$ cat config.mk
export PLATFORM = sky130hd
export DESIGN_NAME = framed_pixel_frame_receiver
export DESIGN_NICKNAME = d
export VERILOG_FILES = /design/src/rtl/fpfr_pkg.sv /design/src/rtl/framed_pixel_frame_receiver.sv /design/src/rtl/fpfr_cell.sv
export SDC_FILE = /design/constraint.sdc
export NUM_CORES = 1
export LEC_CHECK = 0
export BUFFER_PORTS_ARGS = -buffer_cell sky130_fd_sc_hd__buf_2
export CAP_MARGIN = 5
export CELL_PAD_IN_SITES_DETAIL_PLACEMENT = 0
export CELL_PAD_IN_SITES_GLOBAL_PLACEMENT = 1
export CORE_ASPECT_RATIO = 0.5
export CORE_MARGIN = 2
export CORE_UTILIZATION = 55
export CTS_BUF_LIST = sky130_fd_sc_hd__clkbuf_2 sky130_fd_sc_hd__clkbuf_4 sky130_fd_sc_hd__clkbuf_8
export DETAILED_ROUTE_END_ITERATION = 6
export GPL_TIMING_DRIVEN = 0
export PLACE_DENSITY = 0.82
export SLEW_MARGIN = 20
export SYNTH_ARGS = -nofsm -noshare
export SYNTH_HDL_FRONTEND = slang
export SYNTH_SLANG_ARGS = --single-unit
$ cat constraint.sdc
create_clock -name clk -period 5.5 [get_ports clk]
set_input_delay 1.1 -clock clk [delete_from_list [all_inputs] [get_ports clk]]
set_output_delay 1.1 -clock clk [all_outputs]
set_load 0.02 [all_outputs]
$ cat src/rtl/fpfr_pkg.sv
// fpfr_pkg: shared types, constants and the color palette of the framed pixel receiver
// no dependencies; imported by fpfr_cell, framed_pixel_frame_receiver and the testbench

package fpfr_pkg;

    // byte and field widths fixed by the interface
    localparam int BYTE_W  = 8;
    localparam int NIBBLE_W = 4;
    localparam int POS_W   = 3;
    localparam int RGB_W   = 24;

    // coordinate counters hold any column or row index up to fifteen
    localparam int COORD_W = 4;

    // frame header
    localparam logic [BYTE_W-1:0] HEADER_BYTE = 8'hAA;

    typedef logic [NIBBLE_W-1:0] nibble_t;
    typedef logic [RGB_W-1:0]    rgb_t;

    // 16-entry palette, red in the top byte
    function automatic rgb_t palette_lookup(input nibble_t idx);
        rgb_t rgb;
        unique case (idx)
            4'd0:    rgb = 24'h000000;
            4'd1:    rgb = 24'hFF0000;
            4'd2:    rgb = 24'h00FF00;
            4'd3:    rgb = 24'h0000FF;
            4'd4:    rgb = 24'hFFFF00;
            4'd5:    rgb = 24'hFF00FF;
            4'd6:    rgb = 24'h00FFFF;
            4'd7:    rgb = 24'hFFFFFF;
            4'd8:    rgb = 24'hFF8000;
            4'd9:    rgb = 24'h008000;
            4'd10:   rgb = 24'h000080;
            4'd11:   rgb = 24'h964B00;
            4'd12:   rgb = 24'hFF69B4;
            4'd13:   rgb = 24'hE0FFFF;
            4'd14:   rgb = 24'hFFB6C1;
            default: rgb = 24'h808080;
        endcase
        return rgb;
    endfunction

endpackage

$ cat src/rtl/framed_pixel_frame_receiver.sv
// framed_pixel_frame_receiver: header/checksum framed pixel receiver with palette output
// depends on fpfr_pkg and fpfr_cell
//
//  channel | handshake          | word
//  --------+--------------------+---------------------------------------------------
//  in      | in_valid, in_stall | rx_byte
//  out     | out_valid, out_stall | frame_ok, pixel_x, pixel_y, color_index,
//          |                    |   rgb_color, last
//
// a good checksum starts an emit phase of MATRIX_WIDTH * MATRIX_HEIGHT results, one result
// per cycle while out_stall is low, as the cell chain shifts its head into the output
// register; input stalls during that phase.
// a bad checksum gives one error word in the cycle after it is accepted.
// reset clears the frame state and the output valid; the cell chain is not cleared,
// every cell is filled by the frame before it is read.
// out_stall holds the output register; the emit phase pauses while it is held.

module framed_pixel_frame_receiver
    import fpfr_pkg::*;
#(
    parameter int MATRIX_WIDTH  = 8,
    parameter int MATRIX_HEIGHT = 8
)
(
    input  logic                clk,
    input  logic                rst_n,

    input  logic                in_valid,
    output logic                in_stall,
    input  logic [BYTE_W-1:0]   rx_byte,

    output logic                out_valid,
    input  logic                out_stall,
    output logic                frame_ok,
    output logic [POS_W-1:0]    pixel_x,
    output logic [POS_W-1:0]    pixel_y,
    output logic [NIBBLE_W-1:0] color_index,
    output logic [RGB_W-1:0]    rgb_color,
    output logic                last
);

    localparam int PIXEL_COUNT = MATRIX_WIDTH * MATRIX_HEIGHT;
    localparam int CNT_W       = $clog2(PIXEL_COUNT + 1);

    localparam logic [CNT_W-1:0]   PIX_END = CNT_W'(PIXEL_COUNT);
    localparam logic [COORD_W-1:0] X_LAST  = COORD_W'(MATRIX_WIDTH - 1);
    localparam logic [COORD_W-1:0] Y_LAST  = COORD_W'(MATRIX_HEIGHT - 1);

    // frame states
    localparam logic [1:0] ST_HUNT = 2'd0;
    localparam logic [1:0] ST_RECV = 2'd1;
    localparam logic [1:0] ST_EMIT = 2'd2;

    logic [1:0]         state_reg, state_next;
    logic [CNT_W-1:0]   pos_reg, pos_next;
    logic [BYTE_W-1:0]  xor_reg, xor_next;
    logic [COORD_W-1:0] x_reg, x_next;
    logic [COORD_W-1:0] y_reg, y_next;

    logic               out_valid_reg, out_valid_next;
    logic               ok_reg;
    logic [POS_W-1:0]   px_reg;
    logic [POS_W-1:0]   py_reg;
    nibble_t            ci_reg;
    rgb_t               rgb_reg;
    logic               last_reg;

    logic               in_acc;
    logic               slot_free;
    logic               at_check;
    logic               pix_acc;
    logic               err_load;
    logic               emit_load;
    logic               emit_last;
    logic               chain_shift;
    nibble_t            chain_in;
    nibble_t            chain_head;

    nibble_t            link [PIXEL_COUNT+1];

    // handshake decode
    assign slot_free = !out_valid_reg || !out_stall;
    assign at_check  = (state_reg == ST_RECV) && (pos_reg == PIX_END);
    assign in_stall  = (state_reg == ST_EMIT) || (at_check && !slot_free);
    assign in_acc    = in_valid && !in_stall;
    assign pix_acc   = in_acc && (state_reg == ST_RECV) && (pos_reg != PIX_END);
    assign err_load  = in_acc && at_check && (rx_byte != xor_reg);
    assign emit_load = (state_reg == ST_EMIT) && slot_free;
    assign emit_last = (x_reg == X_LAST) && (y_reg == Y_LAST);

    // cell chain: new pixels enter at the tail, results leave from the head
    assign chain_shift = pix_acc || emit_load;
    assign chain_in    = (state_reg == ST_EMIT) ? '0 : rx_byte[NIBBLE_W-1:0];
    assign link[PIXEL_COUNT] = chain_in;
    assign chain_head  = link[0];

    for (genvar i = 0; i < PIXEL_COUNT; i++)
    begin : g_cell
        fpfr_cell u_cell (
            .clk      (clk),
            .shift    (chain_shift),
            .data_in  (link[i+1]),
            .data_out (link[i])
        );
    end

    // frame control
    always_comb
    begin
        state_next = state_reg;
        pos_next   = pos_reg;
        xor_next   = xor_reg;
        x_next     = x_reg;
        y_next     = y_reg;
        unique case (state_reg)
            ST_HUNT:
            begin
                if (in_acc && (rx_byte == HEADER_BYTE))
                begin
                    state_next = ST_RECV;
                    pos_next   = '0;
                    xor_next   = '0;
                end
            end
            ST_RECV:
            begin
                if (pix_acc)
                begin
                    pos_next = pos_reg + CNT_W'(1);
                    xor_next = xor_reg ^ rx_byte;
                end
                else if (in_acc)
                begin
                    pos_next   = '0;
                    x_next     = '0;
                    y_next     = '0;
                    state_next = (rx_byte == xor_reg) ? ST_EMIT : ST_HUNT;
                end
            end
            ST_EMIT:
            begin
                if (emit_load)
                begin
                    if (emit_last)
                    begin
                        state_next = ST_HUNT;
                    end
                    else if (x_reg == X_LAST)
                    begin
                        x_next = '0;
                        y_next = y_reg + COORD_W'(1);
                    end
                    else
                    begin
                        x_next = x_reg + COORD_W'(1);
                    end
                end
            end
            default:
            begin
                state_next = ST_HUNT;
            end
        endcase
    end

    always_ff @(posedge clk or negedge rst_n)
    begin
        if (!rst_n)
        begin
            state_reg <= ST_HUNT;
            pos_reg   <= '0;
            xor_reg   <= '0;
            x_reg     <= '0;
            y_reg     <= '0;
        end
        else
        begin
            state_reg <= state_next;
            pos_reg   <= pos_next;
            xor_reg   <= xor_next;
            x_reg     <= x_next;
            y_reg     <= y_next;
        end
    end

    // output register valid
    always_comb
    begin
        priority if (err_load || emit_load)
        begin
            out_valid_next = 1'b1;
        end
        else if (out_stall)
        begin
            out_valid_next = out_valid_reg;
        end
        else
        begin
            out_valid_next = 1'b0;
        end
    end

    always_ff @(posedge clk or negedge rst_n)
    begin
        if (!rst_n)
        begin
            out_valid_reg <= 1'b0;
        end
        else
        begin
            out_valid_reg <= out_valid_next;
        end
    end

    // output word payload
    always_ff @(posedge clk)
    begin
        if (emit_load)
        begin
            ok_reg   <= 1'b1;
            px_reg   <= x_reg[POS_W-1:0];
            py_reg   <= y_reg[POS_W-1:0];
            ci_reg   <= chain_head;
            rgb_reg  <= palette_lookup(chain_head);
            last_reg <= emit_last;
        end
        else if (err_load)
        begin
            ok_reg   <= 1'b0;
            px_reg   <= '0;
            py_reg   <= '0;
            ci_reg   <= '0;
            rgb_reg  <= '0;
            last_reg <= 1'b1;
        end
    end

    assign out_valid   = out_valid_reg;
    assign frame_ok    = ok_reg;
    assign pixel_x     = px_reg;
    assign pixel_y     = py_reg;
    assign color_index = ci_reg;
    assign rgb_color   = rgb_reg;
    assign last        = last_reg;

    // checks

    // an error word is a lone, all-zero final word
    a_err_word: assert property (@(posedge clk) disable iff (!rst_n)
        (out_valid && !frame_ok) |-> (last && pixel_x == '0 && pixel_y == '0
            && color_index == '0 && rgb_color == '0))
        else $error("error word is not a zero final word");

    // a taken pixel word that is not final is followed at once by the next one
    a_emit_burst: assert property (@(posedge clk) disable iff (!rst_n)
        (out_valid && !out_stall && frame_ok && !last) |=> out_valid)
        else $error("gap inside a pixel burst");

    // receive counter never runs past the checksum position
    a_pos_range: assert property (@(posedge clk) disable iff (!rst_n)
        pos_reg <= PIX_END)
        else $error("byte position past frame end");

    // the emit phase is never left before the final pixel
    a_no_take_emit: assert property (@(posedge clk) disable iff (!rst_n)
        (state_reg == ST_EMIT && !emit_last) |=> (state_reg == ST_EMIT || !$past(emit_load)))
        else $error("emit phase left before the final pixel");

endmodule

$ cat src/rtl/fpfr_cell.sv
// fpfr_cell: one storage cell of the pixel chain, holds one color index
// depends on fpfr_pkg for the nibble type

module fpfr_cell
    import fpfr_pkg::*;
(
    input  logic    clk,
    input  logic    shift,
    input  nibble_t data_in,
    output nibble_t data_out
);

    nibble_t data_reg;

    // take the neighbor's nibble on every shift
    always_ff @(posedge clk)
    begin
        if (shift)
        begin
            data_reg <= data_in;
        end
    end

    assign data_out = data_reg;

endmodule

# Yosys cells after proc, flatten, opt, wreduce, memory -nomap -nowiden
# Memory sizes are Yosys's and may differ from the RTL's. A register that Yosys moved wholly into a read port is not among the register bits.
# Index checks and enable logic that the tools add are counted.
op_classes:
  eq_ne: 19
  n_reduce_logical: 27
  muxes: 36
  add_sub_neg: 3
  n_bitwise: 1
ops:
  columns: ["operator", "count"]
  rows:
  - ["24-bit two-way mux", 2]
  - ["4-bit two-way mux", 11]
  - ["7-bit two-way mux", 3]
  - ["8-bit two-way mux", 2]
  - ["4-bit one-hot mux with 2 select lines", 2]
  - ["8-bit one-hot mux with 2 select lines", 1]
  - ["2-bit != test (second input constant)", 7]
  - ["7-bit one-hot mux with 2 select lines", 1]
  - ["2-bit two-way mux", 6]
  - ["1-bit logical AND", 10]
  - ["5-bit AND reduction", 2]
  - ["3-bit two-way mux", 3]
  - ["4-bit by 1-bit adder with 4-bit output (second input constant)", 2]
  - ["4-bit by 3-bit equality test with 1-bit output (second input constant)", 2]
  - ["8-bit equality test", 1]
  - ["8-bit equality test (second input constant)", 1]
  - ["8-bit != test", 1]
  - ["8-bit bitwise XOR", 1]
  - ["7-bit by 1-bit adder with 7-bit output (second input constant)", 1]
  - ["7-bit equality test (second input constant)", 1]
  - ["7-bit != test (second input constant)", 1]
  - ["2-bit one-hot mux with 3 select lines", 1]
  - ["3-bit AND reduction", 2]
  - ["6-bit AND reduction", 1]
  - ["other kinds (9)", 21]
totals:
  out_inout_bits: 38
  elab_cells: 163
  ff_bits: 318
  input_bits: 12
  romBits: 384
  n_memories: 1
memory_table:
  columns: ["name", "depth", "word_bits", "rd", "rd_ports_with_merged_regs", "write_ports", "line_no", "rtl"]
  rows:
  - ["(name not given)", 16, 24, 1, 1, 0, "fpfr_pkg.sv:24", "unique case (idx)"]

# Logic depth before layout (Yosys ltp)
depth:
  ltp_word: 11
  depth_mapped: 16
  ltp_nobuf: 14

# By module
# From an unflattened synthesis, not the netlist that was laid out.
unflattened:
  cells_unflattened: 540
  hier_area_um2: 10555.1
modules_own_cells:
  columns: ["mod", "seq_area_each_um2", "cells_per_inst", "n_inst", "area_each_um2"]
  rows:
  - ["fpfr_cell", 120.1, 4, 64, 120.1]
  - ["framed_pixel_frame_receiver", 1391.3, 284, 1, 2867.8]

# Least setup slack after synthesis
# No wires, ideal clock.
synth_path:
  path_type: "in2reg"
  from: "input port out_stall"
  to: "register with a tool-made name"
  path_stages: 12
  slack_ns: -0.054
  t_arrival_ns: 5.416
  path_buffers: 0
  required_time_ns: 5.362
  setup_ns: 0.138
  path_cell_list: "and2_1 nor2_1 nor2_8 inv_4 mux2i_1 inv_1 ha_1 nor2b_1 o211ai_1 o311ai_1 a211oi_1 a211oi_1"
synth_rtl:
  columns: ["element", "line_no", "rtl"]
  rows:
  - ["start, declared", "framed_pixel_frame_receiver.sv:33", "input logic out_stall,"]

==> flow_summary.json <==
{
  "worst_ep_arrival_time_ns": 4.99,
  "sw_frac_of_total": 0.217,
  "reg2reg_from": "state_reg[0]",
  "min_to": "g_cell[33].u_cell.data_out[2]",
  "cts_buffer_depth": 3,
  "grt_pass1_vias": 4946,
  "dieHeight_um": 105,
  "seq_power_share": 0.589,
  "vias_per_cell": 5.26,
  "routedWlPerCell_um": 16.3,
  "grt_start_max_net_pins": 168,
  "maxSlewHeadroom": 0.266,
  "min_from": "g_cell[34].u_cell.data_out[2]",
  "diodes": 0,
  "io_pins": 50,
  "die_area_um2": 21600,
  "combPwrFrac": 0.056,
  "required_ns": 5.88,
  "drt_iter0_drc": 416,
  "dieWidth_um": 206,
  "root_buffer": "clkbuf_8",
  "crit_fanout": 92,
  "vias": 5282,
  "fin_util": 0.644,
  "fillCellCount": 1332,
  "ant_nets": 0,
  "hold_depth": 0,
  "worstSkewPairLatency_ns": 0.52,
  "grt_pass1_wl_mm": 25.8,
  "holdBufCountCts": 0,
  "start_util": 0.569,
  "synth_fp_nets": 634,
  "crit_path_end_kind": "flip-flop",
  "outcome": "finished clean",
  "yosysTopAreaCell": "edfxtp_1",
  "p_per_area_nw_per_um2": 385,
  "tightest_slew_ns": 1.10,
  "rows": 36,
  "drt-total-wl_mm": 16.4,
  "peakVddDrop_uv": 178,
  "start_kind": "primary input",
  "cts_htree_levels": 2,
  "fmax_mhz": 217,
  "p_clk_frac": 0.355,
  "worstSetupPathType": "in2reg",
  "hold_path.class": "reg2reg",
  "largest_reg_flops": 256,
  "internal_power_uw": 3840,
  "synth.distinct_cells": 68,
  "nNetsFinal": 730,
  "ys_async_sr_fraction": 0.0813,
  "antenna_found_initial": 0,
  "drv_cap": 0,
  "finalCritPeriodShare": 0.838,
  "drive_above_1_share": 0.203,
  "hold_viol": 0,
  "rsz0062_at_grt": "false",
  "finalWeightedCongestion": 0.856,
  "synth_area_leaders": "edfxtp_1 (75%), dfrtp_1 (5.8%), dfxtp_1 (2.5%), and3_1 (1.5%), o21ai_0 (1.4%)",
  "ff2ff_setup_slack_ns": 0.99,
  "cts_setup_buffers": 0,
  "drc": 0,
  "placedCellCount": 927,
  "postSynthCellCount": 610,
  "finClkSkew_ns": 0.0161,
  "synth_seq_cells": 320,
  "r2r_cells": 13,
  "synth.cell_area_um2": 11200,
  "p_sw_uw": 1060,
  "startpoint": "out_stall",
  "cts_sinks": 320,
  "drt_pass1_iterations": 5,
  "setup_viol": 0,
  "p_leak_uw": 0.00444,
  "layout.cells.non_filler": 1005,
  "synth_top_area_share": 0.749,
  "synth-edff-count": 280,
  "post-route-min-period_ns": 4.61,
  "synth_seq_area_share": 0.832,
  "cts.clk_slew.worst_paths_ns": 0.07,
  "synth-main-ff-cell": "edfxtp_1",
  "fp.coreArea_um2": 19700,
  "slew_viol_final": 0,
  "ctsResizeCount": 0,
  "grt_overflow": 0,
  "dpl.hpwl_mm": 9.36,
  "synth_area_per_cell_um2": 18.4,
  "ys_warn_count": 0,
  "grt_usage": 0.154,
  "numCtsBuffers": 43,
  "io_buffers": 49,
  "fin_tns_setup_ns": 0,
  "cts_tree": "yes",
  "synthToLayoutAreaGrowth_pct": 13.2
}
==> power groups by stage <==
stage / sequential, uW / combinational, uW / clock (uW)
after floorplan: 2910 / 207 / 0
after global placement: 2930 / 267 / 0
after detailed placement: 2930 / 278 / 0
after CTS: 2890 / 278 / 1810
after global routing: 2900 / 312 / 1920
final: 2880 / 276 / 1740
==> cells in the mapped netlist, types with 5 or more instances <==
master and instances:
a211oi_1 5, a21o_1 10, a21oi_1 8, and2_1 7
and3_1 27, buf_4 12, clkbuf_1 12, dfrtp_1 26
dfxtp_1 14, edfxtp_1 280, ha_1 12, inv_1 9
nand2_1 30, nand2b_1 9, nand3_1 5, nor2_1 17
nor3_1 5, o21ai_0 31, o31ai_1 5, xor2_1 8
==> worst max-delay path by stage <==
stage	endpoint	slack, ns	depth (start not counted)
3_3_place_gp	flip-flop	-0.77	13
2_1_floorplan	flip-flop	0.43	12
3_5_place_dp	flip-flop	0.35	13
5_1_grt	flip-flop	0.47	13
4_1_cts	flip-flop	0.92	13
6_report	flip-flop	0.89	13
==> logic make-up (layout without fill, tap and decap cells) <==
family          after synthesis  in the layout  synth area share
xor+xnor                      8              8           0.00624
compound gates               98             98            0.0619
mux                           1              1          0.000891
fa+ha+maj                    12             12            0.0134
simple gates                132            132            0.0675
buf+inv                      39            168            0.0184
flops                       320            320             0.832
==> cell usage in the layout, fill, tap and decap left out, types with 3 or more instances in the layout <==
cell type / n
a211oi_1: 5
a21o_1: 10
a21oi_1: 8
and2_1: 7
and3_1: 27
and3b_1: 3
buf_2: 53
buf_4: 12
clkbuf_1: 12
clkbuf_4: 14
clkbuf_8: 46
clkinv_1: 10
clkinv_2: 4
dfrtp_1: 26
dfxtp_1: 14
edfxtp_1: 280
ha_1: 12
inv_1: 9
nand2_1: 30
nand2b_1: 9
nand3_1: 5
nand3b_1: 3
nand4_1: 3
nor2_1: 16
nor2b_1: 4
nor3_1: 5
nor4bb_1: 4
o211ai_1: 4
o21ai_0: 31
o22ai_1: 4
o31ai_1: 5
o32ai_1: 3
xor2_1: 8
==> cell type report <==
type | count | area (um2) | share of cell area
inverter | 10 | 50.0 | 0.00394
clock inverter | 18 | 115 | 0.00906
multi-input combinational | 251 | 1690 | 0.133
tap | 266 | 333 | 0.0262
buffer | 29 | 166 | 0.0131
clock buffer | 60 | 738 | 0.0581
sequential | 320 | 9340 | 0.735
timing repair buffer | 51 | 284 | 0.0223
==> stage by stage <==
stage / worst slack (ns) / hold slack (ns) / instance area [um2] / total power, uW
after CTS: 0.920 / 0.407 / 12700 / 4970
after global routing: 0.469 / 0.399 / 12700 / 5130
after detailed placement: 0.354 / 0.405 / 11900 / 3210
final: 0.890 / 0.408 / 12700 / 4900
after floorplan: 0.430 / 0.400 / 11200 / 3120
after global placement: -0.766 / 0.405 / 11800 / 3200
==> critical path: stages <==
cell	delay, ns
buf_2	0.10
and2_1	0.17
nor2_1	0.85
nor2_8	0.10
inv_12	0.36
mux2i_1	0.57
inv_1	0.21
ha_1	0.29
nor2b_1	0.16
o211ai_1	0.19
o311ai_1	0.11
a211oi_1	0.57
o22ai_1	0.18
==> layer usage <==
metal  global-route usage  wire [um]  share of wire  vias to the layer above
li1                     -          -              -                     2543
met1                0.242       8250           0.50                     2582
met2                0.213       7040           0.43                      133
met3               0.0381        896          0.055                       24
met4               0.0413        210          0.013                        0
met5                    0          0              0                        -
No activity file was read; power rests on OpenSTA's default activity.
